## config.mk

```make
export PLATFORM = sky130hd
export DESIGN_NAME = modular_exponentiation_unit
export DESIGN_NICKNAME = d
export VERILOG_FILES = /design/src/hdl/mexp_pkg.sv /design/src/hdl/mexp_mulmod.sv /design/src/hdl/modular_exponentiation_unit.sv
export SDC_FILE = /design/constraint.sdc
export NUM_CORES = 1
export LEC_CHECK = 0
export BUFFER_PORTS_ARGS = -buffer_cell sky130_fd_sc_hd__buf_4
export CORE_ASPECT_RATIO = 1.2
export CORE_UTILIZATION = 56
export CTS_CLUSTER_DIAMETER = 120
export DETAILED_ROUTE_END_ITERATION = 16
export PLACE_DENSITY = 0.82
export SLEW_MARGIN = 20
export SYNTH_ARGS = -nofsm -noshare
export SYNTH_HDL_FRONTEND = slang
export SYNTH_SLANG_ARGS = --single-unit
```

## constraint.sdc

```tcl
create_clock -name clock -period 7.2 [get_ports clock]
set_input_delay 0.36 -clock clock [delete_from_list [all_inputs] [get_ports clock]]
set_output_delay 0.36 -clock clock [all_outputs]
set_load 0.01 [all_outputs]
```

## src/hdl/mexp_pkg.sv

```systemverilog
package mexp_pkg;

   // Widths of the transaction fields at the ports
   localparam int BASE_W = 31;
   localparam int EXP_W  = 63;
   localparam int MOD_W  = 31;
   localparam int OUT_W  = 31;

   typedef enum logic [3:0] {
      ST_IDLE   = 4'b0001,
      ST_REDUCE = 4'b0010,
      ST_POWER  = 4'b0100,
      ST_FINISH = 4'b1000
   } state_type;

   // Status of one bit-serial modular multiplier
   typedef struct packed {
      logic busy;
      logic done;
   } mm_status_type;

endpackage

```

## src/hdl/mexp_mulmod.sv

```systemverilog
// Bit-serial interleaved modular multiplier: result = op_a * op_b mod modulus.
// op_a is consumed one bit per cycle, most significant first; op_b must be
// below modulus and modulus must be held stable and nonzero while busy.
module mexp_mulmod #(
   parameter int MOD_BITS = 31
) (
   input  logic                   clock,
   input  logic                   reset,
   input  logic                   start,
   input  logic [MOD_BITS-1:0]    op_a,
   input  logic [MOD_BITS-1:0]    op_b,
   input  logic [MOD_BITS-1:0]    modulus,
   output mexp_pkg::mm_status_type status,
   output logic [MOD_BITS-1:0]    result
);

   localparam int CNT_W = $clog2(MOD_BITS + 1);

   logic                busy_ff, busy_in;
   logic                done_ff, done_in;
   logic [CNT_W-1:0]    cnt_ff, cnt_in;
   logic [MOD_BITS-1:0] a_ff, a_in;
   logic [MOD_BITS-1:0] b_ff, b_in;
   logic [MOD_BITS-1:0] r_ff, r_in;

   logic [MOD_BITS:0]   dbl;
   logic [MOD_BITS:0]   dbl_red;
   logic [MOD_BITS:0]   sum;
   logic [MOD_BITS:0]   sum_red;
   logic [MOD_BITS:0]   mod_ext;

   assign mod_ext = {1'b0, modulus};

   // One step: r = 2r + bit*b, kept below the modulus by two trial subtractions
   always_comb begin
      dbl     = {r_ff, 1'b0};
      dbl_red = (dbl >= mod_ext) ? (dbl - mod_ext) : dbl;
      sum     = dbl_red + (a_ff[MOD_BITS-1] ? {1'b0, b_ff} : '0);
      sum_red = (sum >= mod_ext) ? (sum - mod_ext) : sum;
   end

   always_comb begin
      busy_in = busy_ff;
      done_in = 1'b0;
      cnt_in  = cnt_ff;
      a_in    = a_ff;
      b_in    = b_ff;
      r_in    = r_ff;
      if (start) begin
         busy_in = 1'b1;
         cnt_in  = CNT_W'(MOD_BITS);
         a_in    = op_a;
         b_in    = op_b;
         r_in    = '0;
      end else if (busy_ff) begin
         r_in   = sum_red[MOD_BITS-1:0];
         a_in   = {a_ff[MOD_BITS-2:0], 1'b0};
         cnt_in = cnt_ff - CNT_W'(1);
         if (cnt_ff == CNT_W'(1)) begin
            busy_in = 1'b0;
            done_in = 1'b1;
         end
      end
   end

   always_ff @(posedge clock) begin
      if (reset) begin
         busy_ff <= 1'b0;
         done_ff <= 1'b0;
      end else begin
         busy_ff <= busy_in;
         done_ff <= done_in;
      end
   end

   always_ff @(posedge clock) begin
      cnt_ff <= cnt_in;
      a_ff   <= a_in;
      b_ff   <= b_in;
      r_ff   <= r_in;
   end

   assign status.busy = busy_ff;
   assign status.done = done_ff;
   assign result      = r_ff;

`ifndef ASSERT_OFF
   a_no_restart: assert property (@(posedge clock) disable iff (reset)
      start |-> !busy_ff)
      else $error("multiplier restarted while busy");

   a_done_idle: assert property (@(posedge clock) disable iff (reset)
      done_ff |-> !busy_ff)
      else $error("multiplier done while still busy");

   a_result_reduced: assert property (@(posedge clock) disable iff (reset)
      (busy_ff && cnt_ff == CNT_W'(1)) |=> (r_ff < modulus))
      else $error("multiplier result not below modulus");
`endif

endmodule

```

## src/hdl/modular_exponentiation_unit.sv

```systemverilog
// Channel | Dir | Ports                                          | Transfer
// req     | in  | req_valid/ready, req_base, req_exponent,      | valid && ready
//         |     | req_modulus                                    |
// rsp     | out | rsp_valid/ready, rsp_power_mod                 | valid && ready
//
// One transaction at a time. The work is done by the pair of bit-serial modular
// multipliers (one square, one multiply per exponent bit, up to the highest set
// bit). A zero exponent or zero modulus skips the multipliers and goes straight
// to ST_FINISH. Synchronous reset clears the sequencer and rsp_valid.
// A stalled rsp holds its result; the next transaction is accepted and computed,
// then holds in ST_FINISH, with req_ready low, until the result is taken.
module modular_exponentiation_unit #(
   parameter int EXP_BITS = 63,
   parameter int MOD_BITS = 31
) (
   input  logic                         clock,
   input  logic                         reset,
   input  logic                         req_valid,
   output logic                         req_ready,
   input  logic [mexp_pkg::BASE_W-1:0]  req_base,
   input  logic [mexp_pkg::EXP_W-1:0]   req_exponent,
   input  logic [mexp_pkg::MOD_W-1:0]   req_modulus,
   output logic                         rsp_valid,
   input  logic                         rsp_ready,
   output logic [mexp_pkg::OUT_W-1:0]   rsp_power_mod
);

   mexp_pkg::state_type state_ff, state_in;

   logic [MOD_BITS-1:0] acc_ff, acc_in;
   logic [MOD_BITS-1:0] bsq_ff, bsq_in;
   logic [EXP_BITS-1:0] exp_ff, exp_in;
   logic [MOD_BITS-1:0] m_ff, m_in;
   logic [MOD_BITS-1:0] res_ff, res_in;
   logic                rsp_valid_ff, rsp_valid_in;
   logic [mexp_pkg::OUT_W-1:0] rsp_data_ff, rsp_data_in;

   logic [MOD_BITS-1:0] req_b;
   logic [EXP_BITS-1:0] req_e;
   logic [MOD_BITS-1:0] req_m;
   logic [MOD_BITS-1:0] req_one;

   logic                start_a, start_b;
   logic [MOD_BITS-1:0] a_op_a, a_op_b;
   logic [MOD_BITS-1:0] a_res, b_res;
   mexp_pkg::mm_status_type a_stat, b_stat;

   assign req_b   = req_base[MOD_BITS-1:0];
   assign req_e   = req_exponent[EXP_BITS-1:0];
   assign req_m   = req_modulus[MOD_BITS-1:0];
   assign req_one = (req_m == MOD_BITS'(1)) ? '0 : MOD_BITS'(1);

   assign req_ready = (state_ff == mexp_pkg::ST_IDLE);

   always_comb begin
      state_in     = state_ff;
      acc_in       = acc_ff;
      bsq_in       = bsq_ff;
      exp_in       = exp_ff;
      m_in         = m_ff;
      res_in       = res_ff;
      start_a      = 1'b0;
      start_b      = 1'b0;
      rsp_valid_in = rsp_valid_ff && !rsp_ready;
      rsp_data_in  = rsp_data_ff;
      case (state_ff)
         mexp_pkg::ST_IDLE: begin
            if (req_valid) begin
               m_in   = req_m;
               exp_in = req_e;
               acc_in = req_one;
               if (req_e == '0) begin
                  res_in   = MOD_BITS'(1);
                  state_in = mexp_pkg::ST_FINISH;
               end else if (req_m == '0) begin
                  res_in   = '0;
                  state_in = mexp_pkg::ST_FINISH;
               end else begin
                  // reduce the base as base * 1 mod m
                  start_a  = 1'b1;
                  state_in = mexp_pkg::ST_REDUCE;
               end
            end
         end
         mexp_pkg::ST_REDUCE: begin
            if (a_stat.done) begin
               bsq_in   = a_res;
               start_a  = 1'b1;
               start_b  = 1'b1;
               state_in = mexp_pkg::ST_POWER;
            end
         end
         mexp_pkg::ST_POWER: begin
            if (a_stat.done) begin
               if (exp_ff[0]) begin
                  acc_in = a_res;
               end
               bsq_in = b_res;
               exp_in = exp_ff >> 1;
               if (exp_in == '0) begin
                  res_in   = acc_in;
                  state_in = mexp_pkg::ST_FINISH;
               end else begin
                  start_a = 1'b1;
                  start_b = 1'b1;
               end
            end
         end
         mexp_pkg::ST_FINISH: begin
            if (!rsp_valid_ff || rsp_ready) begin
               rsp_valid_in = 1'b1;
               rsp_data_in  = mexp_pkg::OUT_W'(res_ff);
               state_in     = mexp_pkg::ST_IDLE;
            end
         end
         default: begin
            state_in = mexp_pkg::ST_IDLE;
         end
      endcase
   end

   // Unit A runs the base reduction, then acc * b; unit B runs b * b
   assign a_op_a = (state_ff == mexp_pkg::ST_IDLE) ? req_b   : acc_in;
   assign a_op_b = (state_ff == mexp_pkg::ST_IDLE) ? req_one : bsq_in;

   mexp_mulmod #(
      .MOD_BITS (MOD_BITS)
   ) u_mul_a (
      .clock   (clock),
      .reset   (reset),
      .start   (start_a),
      .op_a    (a_op_a),
      .op_b    (a_op_b),
      .modulus (m_ff),
      .status  (a_stat),
      .result  (a_res)
   );

   mexp_mulmod #(
      .MOD_BITS (MOD_BITS)
   ) u_mul_b (
      .clock   (clock),
      .reset   (reset),
      .start   (start_b),
      .op_a    (bsq_in),
      .op_b    (bsq_in),
      .modulus (m_ff),
      .status  (b_stat),
      .result  (b_res)
   );

   always_ff @(posedge clock) begin
      if (reset) begin
         state_ff     <= mexp_pkg::ST_IDLE;
         rsp_valid_ff <= 1'b0;
      end else begin
         state_ff     <= state_in;
         rsp_valid_ff <= rsp_valid_in;
      end
   end

   always_ff @(posedge clock) begin
      acc_ff      <= acc_in;
      bsq_ff      <= bsq_in;
      exp_ff      <= exp_in;
      m_ff        <= m_in;
      res_ff      <= res_in;
      rsp_data_ff <= rsp_data_in;
   end

   assign rsp_valid     = rsp_valid_ff;
   assign rsp_power_mod = rsp_data_ff;

`ifndef ASSERT_OFF
   a_units_in_step: assert property (@(posedge clock) disable iff (reset)
      (state_ff == mexp_pkg::ST_POWER) |-> (a_stat.done == b_stat.done))
      else $error("square and multiply units out of step");

   a_power_exp_live: assert property (@(posedge clock) disable iff (reset)
      (state_ff == mexp_pkg::ST_POWER) |-> (exp_ff != '0))
      else $error("power loop running with exhausted exponent");

   a_residues_reduced: assert property (@(posedge clock) disable iff (reset)
      (state_ff == mexp_pkg::ST_POWER) |-> (acc_ff < m_ff && bsq_ff < m_ff))
      else $error("working residue not below modulus");

   a_units_quiet: assert property (@(posedge clock) disable iff (reset)
      (state_ff == mexp_pkg::ST_IDLE || state_ff == mexp_pkg::ST_FINISH)
      |-> (!a_stat.busy && !b_stat.busy))
      else $error("multiplier busy outside the power loop");
`endif

endmodule
```

=== Word level (Yosys, flattened, before mapping) ===
Cells that the tools add are included.

* Register bits after elaboration: 422
* Input bits: 129
* Logic and storage cells: 115

* Add/sub/neg operators: 8
* Magnitude comparators: 4
* Eq/ne operators: 13
* Muxes and demuxes: 54
* Bitwise operators: 1
* Reductions and logical operators: 16

{| class="wikitable"
|+ Operator list
! cell !! count
|-
| $mux W31 || 20
|-
| $pmux W31 S2 || 3
|-
| $ge A32 B31 Y1 || 4
|-
| $logic_not A63 Y1 || 2
|-
| $mux W63 || 2
|-
| $pmux W63 S2 || 1
|-
| $add A32 B31 Y32 || 2
|-
| $mux W32 || 2
|-
| $sub A32 B31 Y32 || 2
|-
| $sub A31 B31 Y31 || 2
|-
| $eq A31 B1 Y1 const B || 1
|-
| $logic_not A31 Y1 || 1
|-
| $mux W4 || 7
|-
| $mux W1 || 16
|-
| $pmux W4 S4 || 1
|-
| $eq A5 B1 Y1 const B || 2
|-
| $reduce_and A5 Y1 || 2
|-
| $sub A5 B1 Y5 const B || 2
|-
| $ne A2 B2 Y1 const B || 3
|-
| $reduce_bool A2 Y1 || 3
|-
| $eq A4 B1 Y1 const B || 1
|-
| $eq A4 B2 Y1 const B || 1
|-
| $eq A4 B3 Y1 const B || 1
|-
| $eq A4 B4 Y1 const B || 1
|-
| 11 further kinds || 14
|}

=== Depth between registers and ports, before layout ===
Gate-level depths: netlist of run 1.

* Depth in word-level cells: 6
* Gate-level depth with buffers: 38

=== By module ===
Synthesis of run 1 repeated with hierarchy kept, for this count alone.

* Cell total of the unflattened synthesis: 3052
* Area total of the unflattened synthesis: 28454.8 um^2

{| class="wikitable"
|+ Modules (own cells, without submodules)
! module !! instances !! cells an instance !! area each (um^2) !! sequential area each (um^2)
|-
| mexp_mulmod (u_mul_a) || 1 || 1171 || 9879.5 || 2622.5
|-
| mexp_mulmod (u_mul_b) || 1 || 1073 || 9320.2 || 2622.5
|-
| modular_exponentiation_unit || 1 || 808 || 9255.1 || 6025.8
|}

=== Worst setup path before layout of run 1 ===
OpenSTA, ideal clock, no wires.

* Kind: reg2reg
* Start: reg m_ff[0]
* End: reg u_mul_b.r_ff[27] (netlist: u_mul_b.result[27])
* Setup time: 132 ps
* Arrival time: 6846 ps
* Required time: 7068 ps
* Slack: 221 ps
* Cell stages (with the launch flop): 37
* Buffers on the path: 6
* Period minus slack after synthesis: 6979 ps
* Cells stage by stage: edfxtp_1 > inv_1 > fa_1 > a21o_1 > a221oi_1 > o21a_1 > a21oi_1 > o21ai_1 > and2_1 > clkbuf_1 > clkbuf_1 > clkbuf_1 > nand2_1 > o21ai_0 > ha_1 > nand3_1 > or2_2 > o221ai_1 > o21bai_1 > a21oi_1 > o21ai_0 > xor2_1 > ha_1 > clkbuf_1 > nand4_1 > nor2_1 > nand2_1 > nor3_1 > a221oi_1 > o21ai_1 > nand2_1 > and3_1 > o21ai_1 > buf_2 > buf_1 > mux2i_1 > a21oi_1

* Longest elaborated chain between the ends: 5
* Elaborated cells between the ends (all ways): 7
* Those cells by class: add/sub: 3; order compare: 2; mux: 2

{| class="wikitable"
|+ Ends and longest elaborated chain
! element !! RTL line !! source
|-
| from (decl) || modular_exponentiation_unit.sv:33 || <nowiki>logic [MOD_BITS-1:0] m_ff, m_in;</nowiki>
|-
| from (signal assigned) || modular_exponentiation_unit.sv:166 || <nowiki>m_ff <= m_in;</nowiki>
|-
| $sub A32 B31 Y32 or $ge A32 B31 Y1 (tied branches) || mexp_mulmod.sv:37 || <nowiki>dbl_red = (dbl >= mod_ext) ? (dbl - mod_ext) : dbl;</nowiki>
|-
| $mux W32 || mexp_mulmod.sv:37 ||
|-
| $add A32 B31 Y32 || mexp_mulmod.sv:38 || <nowiki>sum = dbl_red + (a_ff[MOD_BITS-1] ? {1'b0, b_ff} : '0);</nowiki>
|-
| $sub A31 B31 Y31 or $ge A32 B31 Y1 (tied branches) || mexp_mulmod.sv:39 || <nowiki>sum_red = (sum >= mod_ext) ? (sum - mod_ext) : sum;</nowiki>
|-
| $mux W31 (*) || mexp_mulmod.sv:39 ||
|-
| to (signal assigned) || mexp_mulmod.sv:80 || <nowiki>r_ff <= r_in;</nowiki>
|-
| to (decl) || mexp_mulmod.sv:24 || <nowiki>logic [MOD_BITS-1:0] r_ff, r_in;</nowiki>
|}

Every way passes the cells marked *; elsewhere a longest branch is shown, timed or not.
A chain may end at the register's enable or synchronous reset.

=== Worst setup path after layout of run 1 ===
* Start: reg m_ff[0]
* End: reg u_mul_a.r_ff[15] (netlist: u_mul_a.result[15])

* Longest elaborated chain between the ends: 5
* Elaborated cells between the ends (all ways): 7
* Those cells by class: add/sub: 3; order compare: 2; mux: 2

{| class="wikitable"
|+ Ends and longest elaborated chain
! element !! RTL line
|-
| $sub A32 B31 Y32 or $ge A32 B31 Y1 (tied branches) || mexp_mulmod.sv:37
|-
| $mux W32 || mexp_mulmod.sv:37
|-
| $add A32 B31 Y32 || mexp_mulmod.sv:38
|-
| $sub A31 B31 Y31 or $ge A32 B31 Y1 (tied branches) || mexp_mulmod.sv:39
|-
| $mux W31 (*) || mexp_mulmod.sv:39
|-
| to (signal assigned) || mexp_mulmod.sv:80
|-
| to (decl) || mexp_mulmod.sv:24
|}

Marks and branches as above.

==> results.ini, run 1 <==
[outcome]
outcome=complete, no violations

[final_layout]
fill_cells=3498
final_nets=3558
drive_gt1_frac=0.1705
utilization=0.6866
antenna_cells=0
multiInputGateArea_sq_um=15600
ff_latch_area_sq_um=11260
syn2layout_area_growth_pct=19.95

[timing]
fin_crit_sh=0.9958
drv_slew=0
fmax_mhz=139.5
layout_min_cycle_time_ns=7.170
skew_ns=0.02222
worst_pin_slew_ns=1.022
relSlewSlack=0.3185
setup_viol=0
fin_hold_ws_ns=0.04690
setup_slack_ns=0.03005
final_hold_viol_count=0

[clock_tree]
clk_pin_slew_worst_paths_ns=0.06
clock_sinks=422
tritoncts=yes
clock_path_buffers=3
clock-root-buffer=clkbuf_16
cts_buffers=45
htree_levels=2
clkLatencyLatePin_ns=0.58

[run]
maxCapViolations=0

[route]
ant_nets=0
vias_per_cell=6.199
drt_iter0_drc=2026
dr.pass1.iters=5
wl_per_cell_um=21.36
drc=0
vias=24120
wirelength_um=83080

[worst_setup_path]
critical_path_cell_count=32
cp_top_family=compound AO/OA/AOI/OAI gates
arrival_ns=7.66
path_buf_inv=6
slowest_stage=or4_1
cp_slowest_stage_delay_ns=0.52
rr_worst_depth=32
cp_common_cell=buf_4
cp_max_fo=6
worst_setup_path_end_kind=register
start_kind=register
critPathKind=register to register
required_ns=7.69

[global_route]
antenna_found_initial=3
grt_pass1_wl_um=125200
globalRouteOverflowTotal=0
grt_max_degree=97
grt_pass1_vias=23700
grtUsageTotal=0.3235

[floorplan]
core_sq_um=47350
core.rowCount=87
ios=162
die_area_sq_um=49290
start_util=0.5724
die_x_um=202.8
die_y_um=243.0

[logic_synthesis]
synth_nets=3266
synth_area_per_cell_sq_um=9.216
ys_types=76
synth_edf_count=280
synth_area_leaders=edfxtp_1, dfxtp_1, ha_1
synth_top_area_cell=edfxtp_1
synth_warnings=0
ys_ff_latch=422
synthesis.area_sq_um=27100
synthFlopType=edfxtp_1
synth_top_area_share=0.3102
synthCells=2941
synthArstFlopShare=0
synth-seq-area-share=0.4151

[placed_design]
place_congestion=1.023
dp_hpwl_um=59430
pre_cts_slack_ns=-0.1599
io_buffers=161

[hold_path]
holdCritPathClass=input pin to register
worstHoldPathCells=1

[pwr]
peakVddDrop_uv=409.4
power.density_nw_per_um2=468.8
p_leak_nw=13.98

## Yosys cell counts (all sizes together) (7+ instances only)
cell	count
a211oi	44
a21boi	7
a21o	74
a21oi	262
a22o	31
a31oi	19
and2	105
and3	17
and4	7
buf	21
clkbuf	105
dfxtp	142
edfxtp	280
ha	190
inv	89
mux2	30
mux2i	105
nand2	429
nand2b	26
nand3	45
nand4	35
nor2	218
nor2b	16
nor3	32
nor4	47
o211ai	23
o21a	57
o21ai	154
o21bai	24
o22ai	34
o31ai	8
or3	10
xnor2	107
xor2	64
## through the flow
stage / setup TNS (ns) / instance area [sq um] / instances / power [W]
after floorplan: 0 / 27100 / 2941 / 0.009405
after global placement: 0 / 29810 / 3745 / 0.01148
after detailed placement: -0.2937 / 29810 / 3745 / 0.01167
after CTS: 0 / 31620 / 3856 / 0.01412
after global routing: -14.99 / 32510 / 3890 / 0.01617
final: 0 / 32510 / 3890 / 0.01524
## state kept, by name (all words and copies together), names as in the netlist, 5 cells and up
signal          cells
exp_ff             63
acc_ff             31
bsq_ff             31
m_ff               31
res_ff             31
rsp_power_mod      31
u_mul_a.a_ff       31
u_mul_a.b_ff       31
u_mul_a.result     31
u_mul_b.a_ff       31
u_mul_b.b_ff       31
u_mul_b.result     31
u_mul_a.cnt_ff      5
u_mul_b.cnt_ff      5
## area by class of cell
class,count,share of cell area
clock buffers,64,0.03902
clock inverters,17,0.006735
inverters,91,0.01054
multi-input cells,2304,0.4798
flip-flops and latches,422,0.3462
well taps,623,0.02398
repair buffers,369,0.09371
## final timing paths
check        slack (ns)            endpoint      startpoint
max                0.03  u_mul_a.result[15]         m_ff[0]
min                0.05             m_ff[1]  req_modulus[1]
max reg2reg        0.03  u_mul_a.result[15]         m_ff[0]
min reg2reg        0.41   rsp_power_mod[18]      res_ff[18]
## routing by layer
| layer | track usage | share of wire | vias to the layer above |
|---|---|---|---|
| li1 | - | - | 11330 |
| met1 | 0.3710 | 0.37 | 11330 |
| met2 | 0.5552 | 0.49 | 1118 |
| met3 | 0.04283 | 0.066 | 335 |
| met4 | 0.2287 | 0.076 | 2 |
| met5 | 0 | 0.000084 | - |
## cells in the final DEF, fill, tap and decap left out, types with 30 or more instances in the layout
cell	Yosys	routed
inv_1	89	80
a21o_1	74	74
dfxtp_1	142	140
a211oi_1	44	36
nand4_1	35	35
o21ai_0	139	130
xor2_1	64	64
buf_4	1	324
nor4_1	47	45
nand3_1	45	44
a22o_1	31	31
mux2i_1	104	104
dlygate4sd3_1	0	30
a21oi_1	260	246
xnor2_1	107	105
ha_1	190	174
nor2_1	218	212
o22ai_1	34	34
clkbuf_16	0	50
o21a_1	57	56
edfxtp_1	280	280
and2_1	104	103
nand2_1	429	429
## repair_timing
| action | 4_1_cts | 5_1_grt |
|---|---|---|
| setup buffers | 0 | 27 |
| pin swaps | 0 | 46 |
| resized for setup | 2 | 118 |
| hold buffers | 30 | 0 |
| endpoints found under the setup margin | 22 | 62 |
| endpoints found under the hold margin | 30 | 0 |
| cloned | 0 | 6 |
## cells by family after synthesis
family          after synthesis  share of synthesized area
xor+xnor                    171                    0.05526
buf+inv                     217                    0.03065
simple gates               1009                     0.1719
flops                       422                     0.4151
mux                         135                    0.05152
fa+ha+maj                   196                    0.09214
compound gates              791                     0.1834
## where the power goes
part | switching [W] | internal, W
combinational | 0.00541 | 0.00427
sequential | 0.000208 | 0.00299
clock | 0.000966 | 0.00141
No activity file was read; power rests on OpenSTA's default activity.
==> run 2, diff against run 1 <==
==> constraint.sdc (replaced) <==
create_clock -name clock -period 6.5 [get_ports clock]
set_input_delay 0.325 -clock clock [delete_from_list [all_inputs] [get_ports clock]]
set_output_delay 0.325 -clock clock [all_outputs]
set_load 0.01 [all_outputs]
==> results.ini, run 2 (synthesized netlist as in run 1, its figures left out) <==
[outcome]
outcome=complete, but fails checks
violations=setup timing

[worst_setup_path]
critPathKind=register to register
cp_common_cell=buf_6
required_ns=7.01
r2r_start=m_ff[0]
start_kind=register
startpoint=m_ff[0]
cp_slowest_stage_delay_ns=0.39
cp_max_fo=6
arrival_ns=7.37
worst_setup_path_end_kind=register
slowest_stage=fa_2

[run]
maxCapViolations=0

[pwr]
clkPwrFrac=0.134
p_sw_w=0.008285
p_int_w=0.01178
swShare=0.4128
power_w=0.02007
peakVddDrop_uv=591.1
p_leak_nw=16.35
power.density_nw_per_um2=541.6
seqPwrFrac=0.176
combPwrFrac=0.690

[route]
drc=0
wl_per_cell_um=21.71
wirelength_um=94240
ant_nets=0
vias_per_cell=5.991
drt_iter0_drc=2018
vias=26000
dr.pass1.iters=5

[final_layout]
mostFrequentLayoutCells=buf_4, nand2_1, edfxtp_1
final_nets=4006
drive_gt1_frac=0.3048
syn2layout_area_growth_pct=36.70
fill_cells=3074
top_register=exp_ff
final_common_cell=buf_4
antenna_cells=0
design_area_sq_um=37050
largest_register_ffs=63

[global_route]
grt_pass1_vias=26240
globalRouteOverflowTotal=0
antenna_found_initial=2
grtUsageTotal=0.3686
grt_max_degree=126
grt_pass1_wl_um=140600

[clock_tree]
htree_levels=2
tritoncts=yes
clk_pin_slew_worst_paths_ns=0.06
clock-root-buffer=clkbuf_16
clock_sinks=422
clkLatencyLatePin_ns=0.59
cts_buffers=46
clock_path_buffers=3

[timing]
rsz0062_at_grt=yes
setup_viol=35
drv_slew=0
skew_ns=0.01066
worst_pin_slew_ns=1.123
layout_min_cycle_time_ns=6.864
final_hold_viol_count=0
setup_slack_ns=-0.3639
fmax_mhz=145.7
tns_ns=-8.164
fin_crit_sh=1.056
relSlewSlack=0.2510

[placed_design]
io_buffers=161
place_congestion=0.9856
placed_area_sq_um=32690
dp_hpwl_um=66930

[floorplan]
die_y_um=243.0
die_x_um=202.8
die_area_sq_um=49290
ios=162
core_sq_um=47350
core.rowCount=87
start_util=0.5724

[hold_path]
holdCritPathClass=input pin to register
hp-start=req_exponent[20]

-- run 2: final cells by class --
type                    instances  area, sq um  area share
repair buffers                817         6571      0.1774
multi-input cells            2303        16570      0.4472
flip-flops and latches        422        11260      0.3038
clock buffers                  61         1333     0.03596
well taps                     623        779.5     0.02104
clock inverters                23        197.7    0.005336
inverters                      91        345.3    0.009320
-- run 2: through the flow --
step / util / instances / hold WS (ns) / setup WS (ns)
after floorplan: - / 2941 / 0.4003 / -0.03198
after global placement: 0.6903 / 4126 / 0.4011 / -0.7488
after detailed placement: 0.6903 / 4126 / 0.4056 / -0.7933
after CTS: 0.7560 / 4298 / 0.0003370 / -0.1491
after global routing: 0.7825 / 4340 / 0.01895 / -0.6026
final: 0.7825 / 4340 / 0.01835 / -0.3639
-- run 2: layer usage --
| layer | GRT usage | routed length, um |
|---|---|---|
| met2 | 0.6538 | 47710 |
| met5 | 0 | 33 |
| met3 | 0.04162 | 4635 |
| met1 | 0.4145 | 34970 |
| met4 | 0.2468 | 6890 |
-- run 2: power by group through the flow --
stage | clock network [W] | registers [W] | logic [W]
3_3_place_gp | 0 | 0.00357 | 0.0112
6_report | 0.00269 | 0.00354 | 0.0138
4_1_cts | 0.00271 | 0.00353 | 0.0126
5_1_grt | 0.00279 | 0.00356 | 0.0148
2_1_floorplan | 0 | 0.00352 | 0.00693
3_5_place_dp | 0 | 0.00358 | 0.0114
-- run 2: worst paths after layout --
| check | endpoint | slack [ns] | depth (start not counted) |
|---|---|---|---|
| worst max-delay path | u_mul_b.result[2] | -0.36 | 37 |
| worst min-delay path | exp_ff[20] | 0.02 | 3 |
| worst max register to register | u_mul_b.result[2] | -0.36 | 37 |
| worst min register to register | rsp_power_mod[17] | 0.41 | 0 |
-- run 2: worst max-delay path, delay by kind of cell (launching register included) --
kind | cells | cell delay, ns
AOI/OAI and AO/OA | 10 | 2.05
and+or+nand+nor | 13 | 1.84
buffers and inverters | 9 | 1.23
adders and majority gates | 3 | 1.05
DFF | 1 | 0.37
xor gates and xnor gates | 2 | 0.22
-- run 2: timing repair --
action	4_1_cts	5_1_grt
gates resized for setup	152	190
endpoints found under the hold margin	46	0
pin swaps	113	140
hold buffers	46	0
endpoints found under the setup margin	62	62
setup buffers	36	44
cloned	7	1
